### src/rcp_pkg.sv
// Shared types and constants for the RC pulse capture and scaling block.
`timescale 1ns / 1ps
package rcp_pkg;
    localparam int CHANNELS = 5;
    localparam int CH_W     = 3;
    localparam int CAL_W    = 49;
    localparam int VAL_W    = 11;
    localparam int WID_W    = 16;
    localparam int TIME_W   = 32;
    localparam int QUOT_W   = 9;
    localparam int NUM_W    = 25;
    localparam int ADDR_W   = 6;
    localparam int DATA_W   = 64;
    localparam int MID      = 1500;
    localparam int SPAN     = 500;
    localparam int CMD_MIN  = 1000;
    localparam int CMD_MAX  = 2000;

    localparam logic [CAL_W-1:0] CAL_RESET = 49'h0_07D0_05DC_03E8;

    typedef logic [CAL_W-1:0] cal_t;
    typedef cal_t [CHANNELS-1:0] cal_arr_t;
    typedef logic [CH_W-1:0] ch_idx_t;

    typedef struct packed {
        logic    capture;
        logic    setup;
        logic    step;
        logic    store;
        logic    publish;
        ch_idx_t ch;
    } cmd_t;

    typedef struct packed {
        logic out_free;
    } sts_t;
endpackage

### src/rcp_in_if.sv
// Input sample channel: pin levels and timestamp.
`timescale 1ns / 1ps
interface rcp_in_if;
    logic                      valid;
    logic                      ready;
    logic [rcp_pkg::CHANNELS-1:0] pin_levels;
    logic [rcp_pkg::TIME_W-1:0]   time_us;

    modport source (output valid, output pin_levels, output time_us, input ready);
    modport sink (input valid, input pin_levels, input time_us, output ready);
endinterface

### src/rcp_out_if.sv
// Result channel: scaled channel commands and capture mask.
`timescale 1ns / 1ps
interface rcp_out_if;
    logic                         valid;
    logic                         ready;
    logic [rcp_pkg::VAL_W-1:0]    ch1_value;
    logic [rcp_pkg::VAL_W-1:0]    ch2_value;
    logic [rcp_pkg::VAL_W-1:0]    ch3_value;
    logic [rcp_pkg::VAL_W-1:0]    ch4_value;
    logic [rcp_pkg::VAL_W-1:0]    ch5_value;
    logic [rcp_pkg::CHANNELS-1:0] captured_mask;

    modport source (output valid, output ch1_value, output ch2_value, output ch3_value,
                    output ch4_value, output ch5_value, output captured_mask, input ready);
    modport sink (input valid, input ch1_value, input ch2_value, input ch3_value,
                  input ch4_value, input ch5_value, input captured_mask, output ready);
endinterface

### src/rcp_ctrl.sv
// Sequencer: capture, per-channel setup, divide and store, then publish.
`timescale 1ns / 1ps
module rcp_ctrl (
    input  logic          clk,
    input  logic          rst_n,
    input  logic          in_valid,
    output logic          in_ready,
    input  rcp_pkg::sts_t sts,
    output rcp_pkg::cmd_t cmd
);
    import rcp_pkg::*;

    localparam logic [2:0] S_IDLE  = 3'd0;
    localparam logic [2:0] S_SETUP = 3'd1;
    localparam logic [2:0] S_DIV   = 3'd2;
    localparam logic [2:0] S_STORE = 3'd3;
    localparam logic [2:0] S_PUB   = 3'd4;
    localparam logic [3:0] LAST_STEP = 4'(QUOT_W - 1);
    localparam ch_idx_t    LAST_CH   = CH_W'(CHANNELS - 1);

    logic [2:0] state_reg, state_next;
    ch_idx_t    ch_reg, ch_next;
    logic [3:0] cnt_reg, cnt_next;

    always_ff @(posedge clk or negedge rst_n)
    begin
        if (!rst_n)
        begin
            state_reg <= S_IDLE;
            ch_reg    <= '0;
            cnt_reg   <= '0;
        end
        else
        begin
            state_reg <= state_next;
            ch_reg    <= ch_next;
            cnt_reg   <= cnt_next;
        end
    end

    always_comb
    begin
        state_next = state_reg;
        ch_next    = ch_reg;
        cnt_next   = cnt_reg;
        cmd        = '0;
        cmd.ch     = ch_reg;
        in_ready   = 1'b0;
        case (state_reg)
            S_IDLE:
            begin
                in_ready = 1'b1;
                if (in_valid)
                begin
                    cmd.capture = 1'b1;
                    ch_next     = '0;
                    state_next  = S_SETUP;
                end
            end
            S_SETUP:
            begin
                cmd.setup  = 1'b1;
                cnt_next   = '0;
                state_next = S_DIV;
            end
            S_DIV:
            begin
                cmd.step = 1'b1;
                cnt_next = cnt_reg + 4'd1;
                if (cnt_reg == LAST_STEP)
                    state_next = S_STORE;
            end
            S_STORE:
            begin
                cmd.store = 1'b1;
                if (ch_reg == LAST_CH)
                    state_next = S_PUB;
                else
                begin
                    ch_next    = ch_reg + 1'b1;
                    state_next = S_SETUP;
                end
            end
            S_PUB:
            begin
                if (sts.out_free)
                begin
                    cmd.publish = 1'b1;
                    state_next  = S_IDLE;
                end
            end
            default:
                state_next = S_IDLE;
        endcase
    end

`ifndef ASSERT_OFF
    a_step_bound: assert property (@(posedge clk) disable iff (!rst_n)
        state_reg == S_DIV |-> cnt_reg <= LAST_STEP) else $error("divide step overrun");
    a_ch_bound: assert property (@(posedge clk) disable iff (!rst_n)
        ch_reg <= LAST_CH) else $error("channel index out of range");
    a_store_then: assert property (@(posedge clk) disable iff (!rst_n)
        cmd.store && ch_reg != LAST_CH |=> cmd.setup) else $error("store not followed by setup");
`endif
endmodule

### src/rcp_dp.sv
// Datapath: edge capture, width scaling with a serial divider, result register.
`timescale 1ns / 1ps
module rcp_dp (
    input  logic                          clk,
    input  logic                          rst_n,
    input  rcp_pkg::cmd_t                 cmd,
    output rcp_pkg::sts_t                 sts,
    input  rcp_pkg::cal_arr_t             cal,
    input  logic [rcp_pkg::CHANNELS-1:0]  pin_levels,
    input  logic [rcp_pkg::TIME_W-1:0]    time_us,
    input  logic                          out_ready,
    output logic                          out_valid,
    output logic [rcp_pkg::VAL_W-1:0]     out_vals [rcp_pkg::CHANNELS],
    output logic [rcp_pkg::CHANNELS-1:0]  out_mask
);
    import rcp_pkg::*;

    logic [CHANNELS-1:0] prev_reg;
    logic [TIME_W-1:0]   rise_reg [CHANNELS];
    logic [WID_W-1:0]    pw_reg [CHANNELS];
    logic [CHANNELS-1:0] mask_reg;
    logic [VAL_W-1:0]    val_reg [CHANNELS];
    logic [NUM_W-1:0]    rem_reg, dsh_reg;
    logic [QUOT_W-1:0]   q_reg;
    logic                neg_reg, zero_reg;
    logic                ov_reg, ov_next;

    logic [WID_W-1:0] w, lo, ce, hi, xl, xh, a_abs, d_abs;
    logic             rev, lowside, highside;
    logic [WID_W:0]   a_s, d_s;
    logic [11:0]      sum;
    logic [VAL_W-1:0] val;

    assign sts.out_free = !ov_reg || out_ready;
    assign out_valid    = ov_reg;
    assign ov_next      = cmd.publish ? 1'b1 : (out_ready ? 1'b0 : ov_reg);

    always_comb
    begin
        w        = pw_reg[cmd.ch];
        lo       = cal[cmd.ch][15:0];
        ce       = cal[cmd.ch][31:16];
        hi       = cal[cmd.ch][47:32];
        rev      = cal[cmd.ch][48];
        lowside  = w < ce;
        highside = w > ce;
        xl       = (w < lo) ? lo : w;
        xh       = (w > hi) ? hi : w;
        a_s      = lowside ? ({1'b0, ce} - {1'b0, xl}) : ({1'b0, xh} - {1'b0, ce});
        d_s      = lowside ? ({1'b0, ce} - {1'b0, lo}) : ({1'b0, hi} - {1'b0, ce});
        a_abs    = a_s[WID_W] ? WID_W'(-a_s) : a_s[WID_W-1:0];
        d_abs    = d_s[WID_W] ? WID_W'(-d_s) : d_s[WID_W-1:0];
        sum      = neg_reg ? (12'(MID) - 12'(q_reg)) : (12'(MID) + 12'(q_reg));
        if (zero_reg)
            val = VAL_W'(MID);
        else if (sum < 12'(CMD_MIN))
            val = VAL_W'(CMD_MIN);
        else if (sum > 12'(CMD_MAX))
            val = VAL_W'(CMD_MAX);
        else
            val = sum[VAL_W-1:0];
    end

    always_ff @(posedge clk or negedge rst_n)
    begin
        if (!rst_n)
        begin
            prev_reg <= '0;
            ov_reg   <= 1'b0;
            for (int i = 0; i < CHANNELS; i++)
            begin
                rise_reg[i] <= '0;
                pw_reg[i]   <= '0;
            end
        end
        else
        begin
            ov_reg <= ov_next;
            if (cmd.capture)
            begin
                for (int i = 0; i < CHANNELS; i++)
                begin
                    if (pin_levels[i] && !prev_reg[i])
                    begin
                        prev_reg[i] <= 1'b1;
                        rise_reg[i] <= time_us;
                    end
                    else if (!pin_levels[i] && prev_reg[i])
                    begin
                        prev_reg[i] <= 1'b0;
                        pw_reg[i]   <= (|((time_us - rise_reg[i]) >> WID_W)) ? '1
                                       : WID_W'(time_us - rise_reg[i]);
                    end
                end
            end
        end
    end

    always_ff @(posedge clk)
    begin
        if (cmd.capture)
        begin
            for (int i = 0; i < CHANNELS; i++)
                mask_reg[i] <= !pin_levels[i] && prev_reg[i];
        end
        if (cmd.setup)
        begin
            rem_reg  <= NUM_W'(a_abs) * NUM_W'(SPAN);
            dsh_reg  <= NUM_W'(d_abs) << (QUOT_W - 1);
            q_reg    <= '0;
            neg_reg  <= lowside ^ rev;
            zero_reg <= !(lowside || highside) || (d_s == '0);
        end
        if (cmd.step)
        begin
            if (rem_reg >= dsh_reg)
            begin
                rem_reg <= rem_reg - dsh_reg;
                q_reg   <= {q_reg[QUOT_W-2:0], 1'b1};
            end
            else
                q_reg <= {q_reg[QUOT_W-2:0], 1'b0};
            dsh_reg <= dsh_reg >> 1;
        end
        if (cmd.store)
            val_reg[cmd.ch] <= val;
        if (cmd.publish)
        begin
            out_vals <= val_reg;
            out_mask <= mask_reg;
        end
    end

`ifndef ASSERT_OFF
    a_pub_free: assert property (@(posedge clk) disable iff (!rst_n)
        cmd.publish |-> sts.out_free) else $error("result overwritten");
    a_quot: assert property (@(posedge clk) disable iff (!rst_n)
        cmd.store && !zero_reg |-> q_reg <= QUOT_W'(SPAN)) else $error("quotient too large");
    a_cap_alone: assert property (@(posedge clk) disable iff (!rst_n)
        cmd.capture |-> !(cmd.setup || cmd.step || cmd.store || cmd.publish))
        else $error("capture during scaling");
`endif
endmodule

### src/rc_pulse_capture_and_scaling.sv
// Top level: APB calibration registers, sequencer and datapath.
//
// The edge at which an accepted sample is transferred also captures the pin
// edges. Then, for each of the five channels, there is a setup cycle, nine steps
// of a shared restoring divider and a store cycle; the serial divider is used
// once per channel. Once the result side is free, the result register is loaded
// and the sequencer returns to idle at the same edge, so no new sample is taken
// before the result of the previous one is loaded. A new sample is taken as soon
// as the sequencer is back in idle, even while the previous result still waits
// to be transferred. Calibration is written through APB (64-bit data, register n
// at byte address 8*n) and must only change while the block is idle.
`timescale 1ns / 1ps
module rc_pulse_capture_and_scaling (
    input  logic                        clk,
    input  logic                        rst_n,
    input  logic                        psel,
    input  logic                        penable,
    input  logic                        pwrite,
    input  logic [rcp_pkg::ADDR_W-1:0]  paddr,
    input  logic [rcp_pkg::DATA_W-1:0]  pwdata,
    output logic [rcp_pkg::DATA_W-1:0]  prdata,
    output logic                        pready,
    rcp_in_if.sink                      in_ch,
    rcp_out_if.source                   out_ch
);
    import rcp_pkg::*;

    cal_arr_t         cal_reg;
    ch_idx_t          idx;
    cmd_t             cmd;
    sts_t             sts;
    logic [VAL_W-1:0] vals [CHANNELS];

    assign pready = 1'b1;
    assign idx    = paddr[ADDR_W-1:3];
    assign prdata = (idx < CH_W'(CHANNELS)) ? DATA_W'(cal_reg[idx]) : '0;

    always_ff @(posedge clk or negedge rst_n)
    begin
        if (!rst_n)
            cal_reg <= {CHANNELS{CAL_RESET}};
        else if (psel && penable && pwrite && idx < CH_W'(CHANNELS))
            cal_reg[idx] <= pwdata[CAL_W-1:0];
    end

    rcp_ctrl u_ctrl (
        .clk      (clk),
        .rst_n    (rst_n),
        .in_valid (in_ch.valid),
        .in_ready (in_ch.ready),
        .sts      (sts),
        .cmd      (cmd)
    );

    rcp_dp u_dp (
        .clk        (clk),
        .rst_n      (rst_n),
        .cmd        (cmd),
        .sts        (sts),
        .cal        (cal_reg),
        .pin_levels (in_ch.pin_levels),
        .time_us    (in_ch.time_us),
        .out_ready  (out_ch.ready),
        .out_valid  (out_ch.valid),
        .out_vals   (vals),
        .out_mask   (out_ch.captured_mask)
    );

    assign out_ch.ch1_value = vals[0];
    assign out_ch.ch2_value = vals[1];
    assign out_ch.ch3_value = vals[2];
    assign out_ch.ch4_value = vals[3];
    assign out_ch.ch5_value = vals[4];
endmodule

### src/flat_wrapper.sv
// flat-port wrapper written by rule: the top's interface ports become plain ports
module rc_pulse_capture_and_scaling_flat import rcp_pkg::*;
  (clk, rst_n, psel, penable, pwrite, paddr, pwdata, prdata, pready, in_ch_valid, in_ch_pin_levels, in_ch_time_us, in_ch_ready, out_ch_valid, out_ch_ch1_value, out_ch_ch2_value, out_ch_ch3_value, out_ch_ch4_value, out_ch_ch5_value, out_ch_captured_mask, out_ch_ready);
  rcp_in_if in_ch_i ();
  rcp_out_if out_ch_i ();
  input  logic clk;
  input  logic rst_n;
  input  logic psel;
  input  logic penable;
  input  logic pwrite;
  input  logic [rcp_pkg::ADDR_W-1:0] paddr;
  input  logic [rcp_pkg::DATA_W-1:0] pwdata;
  output logic [rcp_pkg::DATA_W-1:0] prdata;
  output logic pready;
  input wire logic [$bits(in_ch_i.valid)-1:0] in_ch_valid;
  input wire logic [$bits(in_ch_i.pin_levels)-1:0] in_ch_pin_levels;
  input wire logic [$bits(in_ch_i.time_us)-1:0] in_ch_time_us;
  output wire logic [$bits(in_ch_i.ready)-1:0] in_ch_ready;
  output wire logic [$bits(out_ch_i.valid)-1:0] out_ch_valid;
  output wire logic [$bits(out_ch_i.ch1_value)-1:0] out_ch_ch1_value;
  output wire logic [$bits(out_ch_i.ch2_value)-1:0] out_ch_ch2_value;
  output wire logic [$bits(out_ch_i.ch3_value)-1:0] out_ch_ch3_value;
  output wire logic [$bits(out_ch_i.ch4_value)-1:0] out_ch_ch4_value;
  output wire logic [$bits(out_ch_i.ch5_value)-1:0] out_ch_ch5_value;
  output wire logic [$bits(out_ch_i.captured_mask)-1:0] out_ch_captured_mask;
  input wire logic [$bits(out_ch_i.ready)-1:0] out_ch_ready;
  assign in_ch_i.valid = in_ch_valid;
  assign in_ch_i.pin_levels = in_ch_pin_levels;
  assign in_ch_i.time_us = in_ch_time_us;
  assign in_ch_ready = in_ch_i.ready;
  assign out_ch_valid = out_ch_i.valid;
  assign out_ch_ch1_value = out_ch_i.ch1_value;
  assign out_ch_ch2_value = out_ch_i.ch2_value;
  assign out_ch_ch3_value = out_ch_i.ch3_value;
  assign out_ch_ch4_value = out_ch_i.ch4_value;
  assign out_ch_ch5_value = out_ch_i.ch5_value;
  assign out_ch_captured_mask = out_ch_i.captured_mask;
  assign out_ch_i.ready = out_ch_ready;
  rc_pulse_capture_and_scaling u_core (.clk(clk), .rst_n(rst_n), .psel(psel), .penable(penable), .pwrite(pwrite), .paddr(paddr), .pwdata(pwdata), .prdata(prdata), .pready(pready), .in_ch(in_ch_i), .out_ch(out_ch_i));
endmodule
### config.mk
export PLATFORM = sky130hd
export DESIGN_NAME = rc_pulse_capture_and_scaling_flat
export DESIGN_NICKNAME = d
export VERILOG_FILES = /design/src/rcp_pkg.sv /design/src/rcp_in_if.sv /design/src/rcp_out_if.sv /design/src/rcp_ctrl.sv /design/src/rcp_dp.sv /design/src/rc_pulse_capture_and_scaling.sv /design/src/flat_wrapper.sv
export SDC_FILE = /design/constraint.sdc
export NUM_CORES = 2
export LEC_CHECK = 0
export BUFFER_PORTS_ARGS = -buffer_cell sky130_fd_sc_hd__buf_2
export CORE_MARGIN = 10
export CORE_UTILIZATION = 42
export CTS_BUF_LIST = sky130_fd_sc_hd__clkbuf_16
export CTS_CLUSTER_SIZE = 12
export DETAILED_ROUTE_END_ITERATION = 6
export PLACE_DENSITY = 0.57
export SYNTH_ARGS = -nofsm -noshare
export SYNTH_HDL_FRONTEND = slang
export SYNTH_SLANG_ARGS = --single-unit
### constraint.sdc
create_clock -name clk -period 25.5 [get_ports clk]
set_input_delay 1.275 -clock clk [delete_from_list [all_inputs] [get_ports clk]]
set_output_delay 1.275 -clock clk [all_outputs]
set_load 0.02 [all_outputs]
Word-level counts from Yosys, hierarchy flattened
Cells that the tools add are included.

Bits in registers: 681. Bits in latches: 0. Bits in writable memories: 0. ROM bits: 0. Input port bits: 114. Memories: 0.

Add/subtract/negate cells: 16. Multipliers: 1. Divide/modulo/power cells: 0. $lt $le $gt $ge: 13. Eq/ne operators: 10. Shift-type cells: 0. Mux-type cells: 66. Bitwise logic cells: 7. Reductions and logical operators: 63.

Operators with widths (count): $bmux W49 S3 (2); $bwmux W245 (1); $mux W49 (4); $mux W16 (11); $sub A32 B32 Y32 (5); $demux W49 S3 (1); $reduce_or A16 Y1 (5); $mux W25 (3); $sub A16 B16 Y17 (4); $bwmux W55 (1); $bmux W16 S3 (1); $mux W11 (4); $mux W17 (2); $demux W11 S3 (1); $gt A16 B16 Y1 (2); $lt A16 B16 Y1 (2); $neg A16 Y16 (2); $ge A25 B24 Y1 (1); $sub A25 B24 Y25 (1); $mux W24 (1); $mul A16 B7 Y23 const B (1); $mux W23 (1); $mux W1 (21); $reduce_and A3 Y1 (7); other kinds (33) (92).

Depth between registers and ports, before layout
Depth in word-level cells: 14. Gate-level depth with buffers: 54. Gate-level depth less buffers: 49.

Hierarchy
A second synthesis with hierarchy kept.

Cell total of the unflattened synthesis: 5007. Area, all modules: 49384.9 um^2.

By module, submodules not included: rcp_dp (times used 1, cells each 4122, area each 37294.5 um^2, sequential area each 11310.8 um^2); rc_pulse_capture_and_scaling (times used 1, cells each 829, area each 11542.3 um^2, sequential area each 6249.7 um^2); rcp_ctrl (times used 1, cells each 56, area each 548.0 um^2, sequential area each 250.2 um^2).

Worst setup path before layout
Ideal clock, no wire load.

Path type: flip-flop to flip-flop. Start point: register u_core.u_ctrl.ch_reg[0]. End point: register u_core.u_dp.rem_reg[23]. Library setup time: 95 ps. Arrival time: 11138 ps. Data required time: 25405 ps. Path slack: 14267 ps. Cell stages (with the launch flop): 52. Buffers on the path: 5. Cell sequence: dfrtp_1 -> clkbuf_1 -> clkbuf_1 -> buf_1 -> mux2i_1 -> nor2_1 -> a21oi_1 -> inv_1 -> ha_1 -> nor2b_1 -> o21a_1 -> o21a_1 -> o21a_1 -> o21ai_0 -> nand2b_1 -> a21oi_1 -> o21ai_0 -> a21o_1 -> [... 16 more ...] -> fa_1 -> inv_1 -> fa_1 -> inv_1 -> fa_1 -> fa_1 -> inv_1 -> ha_1 -> a21o_1 -> a21oi_1 -> o21ai_0 -> a31oi_1 -> a211oi_1 -> a21oi_1 -> o22ai_1 -> o41ai_1 -> xor2_1 -> a221oi_1.

Word-level cells in the longest chain between the ends: 14. Elaborated cells between the ends (all ways): 20. Those cells by class: add/sub (3); mul (1); order compare (3); mux (12); bitwise (1).

Ends and longest elaborated chain: from (decl) (RTL line rcp_ctrl.sv:22) `ch_idx_t ch_reg, ch_next;`; from (signal assigned) (RTL line rcp_ctrl.sv:36) `ch_reg <= ch_next;`; $not A3 Y4 (not written as such) (RTL line rcp_dp.sv:40) `w = pw_reg[cmd.ch];`; $bmux W16 S3 (RTL line rcp_dp.sv:40); $mux W16 (not written as such) (2 in a row) (RTL line rcp_dp.sv:40); $gt A16 B16 Y1 or $lt A16 B16 Y1 (tied branches) (RTL line rcp_dp.sv:48, rcp_dp.sv:47); $mux W16, on equally long branches (RTL line rcp_dp.sv:48, rcp_dp.sv:47); $sub A16 B16 Y17 (RTL line rcp_dp.sv:49) `a_s = lowside ? ({1'b0, ce} - {1'b0, xl}) : ({1'b0, xh} - {1'b0, ce});`; $mux W17 (*) (RTL line rcp_dp.sv:49); $neg A16 Y16 (RTL line rcp_dp.sv:51) `a_abs = a_s[WID_W] ? WID_W'(-a_s) : a_s[WID_W-1:0];`; $mux W16 (*) (RTL line rcp_dp.sv:51); $mul A16 B7 Y23 (*) (RTL line rcp_dp.sv:108) `rem_reg <= NUM_W'(a_abs) * NUM_W'(SPAN);`; $mux W25 (*) (RTL line rcp_dp.sv:106) `if (cmd.setup)`; $mux W25 (RTL line rcp_dp.sv:116) `if (rem_reg >= dsh_reg)`; $mux W25 (*) (RTL line rcp_dp.sv:114) `if (cmd.step)`; to (signal assigned) (RTL line rcp_dp.sv:108); to (signal assigned) (RTL line rcp_dp.sv:118) `rem_reg <= rem_reg - dsh_reg;`; to (decl) (RTL line rcp_dp.sv:23) `logic [NUM_W-1:0] rem_reg, dsh_reg;`.

Mark *: on every way between the ends. The rest lies on a longest branch, timed or not. The select of a mux whose other input is x is not followed. A chain may end at the register's enable or synchronous reset.

Worst setup path after layout
Start point: register u_core.u_ctrl.ch_reg[2]. End point: register u_core.u_dp.rem_reg[23].

Same word-level chain as after synthesis.

==> run summary <==
TritonCTS Buffers -> 80
Share of cells above drive strength 1 -> 19.8%
Top FF cell, synth -> dfrtp_1
WHS Endpoint -> u_core.u_dp.out_vals[21]
HPWL Detailed -> 101 mm
Hold_sp -> u_core.u_dp.val_reg[21]
Synthesized area -> 48300 sq um
CTS-repair resized insts -> 0
Worst r2r path cells -> 51
Routed Antenna Nets -> 0
TritonCTS Sinks -> 681
Die Area -> 129000 sq um
Vias per inst -> 5.70
Initial Util -> 42.2%
Fill cell count -> 10916
Root Driver -> clkbuf_16
Gpl congestion -> 0.920
Gr usage total -> 20.9%
Yosys warning total -> 0
Rel. slew slack -> 21.8%
Hold path cells -> 0
Req. time, crit path -> 26.09 ns
FFs w/ async S/R, synth -> 73.6%
Setup Fix Bufs, Post-CTS -> 0
Hold violation total from the final report -> 0
Synth Register Bits -> 681
Clk_skew -> 0.0309 ns
Pin count of the biggest net entering global routing -> 84
Top-count cell post-synth -> mux2_2
RSZ-0062 raised after global routing -> false
Least-Margin Pin Slew -> 1.17 ns
Crit path DAT -> 13.80 ns
Clk Latency, worst-skew pair -> 0.68 ns
Synth Instances -> 4916
DR DRC count -> 0
Top cell type by total area after synthesis -> dfrtp_1
Via count -> 37784
Min Tclk post-route -> 13.21 ns
H-tree depth -> 3
Drt pass-1 iters -> 5
First DRT Iteration DRCs -> 2815
Number of max-cap violations -> 0
Grt ovf -> 0
Slowest-stage cell, CP -> nor2b_4
Startpoint Class -> flip-flop
Layout area overhead -> 11.1%
Status -> complete, no violations
Worst R2R Setup Slack -> 12.29 ns
PortBufs -> 206
Worst-path fanout max -> 37
WL/cell -> 21.1 um
Final setup viols -> 0
Initial antenna violation count -> 11
Clk pin slew, worst setup/hold paths -> 0.06 ns
Number of synthesized flops with an enable pin -> 155
Slew Limit Fails -> 0
R2r startpoint -> u_core.u_ctrl.ch_reg[2]
Total Wirelength -> 140 mm
Post-synth cell types -> 102
CP Capture Type -> flip-flop
CTS tree -> built
Worst min path class -> flip-flop to flip-flop
Worst path max stage delay -> 0.82 ns
Clk buf depth -> 3
Vias in the first global route -> 37157
Final cycle utilization of the critical path -> 51.8%
Final-stage net count -> 5578
Die Y -> 359 um
I/O pin cnt -> 241
Final Cell Area -> 53700 sq um
Seq/Total Area, Yosys -> 36.9%
Final core occ -> 46.9%
Setup TNS Final -> 0 ns
First-pass GRT wire length -> 217 mm
Share of the synthesized area in the top cell type -> 21.0%
Largest register FFs -> 245
Setup Crit Path Kind -> flip-flop to flip-flop
Synth area leaders -> dfrtp_1 21%, mux2_2 11%, edfxtp_1 9.6%, ha_1 9.3%, dfstp_2 5.2%
Placed cell area -> 50900 sq um
Chip Width -> 359 um
Post-synth top cells -> 468 x mux2_2, 406 x dfrtp_1, 398 x inv_1
Syn avg cell area -> 9.83 sq um
Hold-fix buffers, CTS -> 0
Max Fclk -> 75.7 MHz
Core footprint -> 114000 sq um
R2R Path End -> u_core.u_dp.rem_reg[23]
# rows -> 124
## metal layers
metal | global-route usage [%] | part of all wire (%) | vias up
met5 | 0 | 0.0079 | -
met4 | 8.05 | 3.8 | 2
met3 | 2.87 | 4.7 | 239
met2 | 34.1 | 46 | 932
met1 | 28.0 | 46 | 18601
li1 | - | - | 18010
## through the flow
step / instances / hold slack, ns / setup slack (ns)
finish: 6629 / 0.414 / 12.29
floorplan: 4930 / 0.400 / 14.27
global placement: 6476 / 0.401 / 12.47
CTS: 6626 / 0.415 / 12.32
global route: 6628 / 0.422 / 11.39
detailed placement: 6476 / 0.405 / 12.38
## cells by family (layout without fill, tap and decap cells)
group,count (synthesis),count (layout),share of synthesized area [%]
adders and majority gates,420,420,11.8
muxes,647,647,14.6
and+or+nand+nor,1016,1016,10.0
xor gates and xnor gates,239,239,4.38
other,2,19,0.0155
AOI/OAI and AO/OA,1280,1280,17.3
buffers and inverters,631,815,5.08
DFF,681,681,36.9
## critical path: cells and delay by family (launching register included)
kind	cells	cell delay [ns]
XOR/XNOR	2	0.80
multiplexers	1	0.38
adder cells (fa/ha/maj)	8	3.36
buffers and inverters	9	2.13
AO/OA/AOI/OAI	25	4.61
AND/OR/NAND/NOR	6	1.36
flip-flops	1	0.34
## final cells by class
type                       instances  area, sq um  share of cell area (%)
inverter                         399         1500                    2.79
timing repair buffer             266         1510                    2.81
tap                             1512         1890                    3.53
antenna                            3         7.51                  0.0140
clock buffer                      81         2030                    3.78
clock inverter                    69          673                    1.25
multi-input combinational       3618        28200                    52.6
sequential                       681        17800                    33.2
## worst max-delay path by stage
| stage | from | to | slack [ns] |
|---|---|---|---|
| 2_1_floorplan | u_core.u_ctrl.ch_reg[0] | u_core.u_dp.rem_reg[23] | 14.27 |
| 3_3_place_gp | u_core.u_ctrl.ch_reg[2] | u_core.u_dp.rem_reg[23] | 12.47 |
| 3_5_place_dp | u_core.u_ctrl.ch_reg[2] | u_core.u_dp.rem_reg[23] | 12.38 |
| 4_1_cts | u_core.u_ctrl.ch_reg[2] | u_core.u_dp.rem_reg[23] | 12.32 |
| 5_1_grt | u_core.u_ctrl.ch_reg[2] | u_core.u_dp.rem_reg[23] | 11.39 |
| 6_report | u_core.u_ctrl.ch_reg[2] | u_core.u_dp.rem_reg[23] | 12.29 |
## layout by cell type (no fill, tap or decap), types with 17 or more instances in the layout
| cell | count |
|---|---|
| nor3_1 | 53 |
| inv_1 | 417 |
| dfrtp_1 | 404 |
| buf_2 | 204 |
| nand4_1 | 35 |
| o21ai_0 | 238 |
| a21oi_1 | 343 |
| mux2i_1 | 179 |
| xnor2_1 | 142 |
| dfxtp_1 | 25 |
| nand2b_1 | 38 |
| fa_1 | 57 |
| buf_4 | 60 |
| a21o_1 | 117 |
| o211ai_1 | 26 |
| and3_1 | 26 |
| a22oi_1 | 101 |
| a41oi_1 | 29 |
| nor2b_1 | 47 |
| o21bai_1 | 29 |
| o22ai_1 | 61 |
| mux2_2 | 468 |
| nand2_1 | 283 |
| a31oi_1 | 54 |
| dfstp_2 | 95 |
| edfxtp_1 | 155 |
| o31ai_1 | 19 |
| nand3_1 | 68 |
| and2_1 | 25 |
| o21a_1 | 60 |
| a211oi_1 | 18 |
| clkbuf_16 | 81 |
| or3_1 | 21 |
| xor2_1 | 95 |
| ha_1 | 361 |
| clkinv_1 | 17 |
| nor2_1 | 325 |
| o22a_1 | 50 |
Power is left out: the tool's default activity adds up to more than one toggle a clock period on the data nets, which glitch-free logic cannot reach.
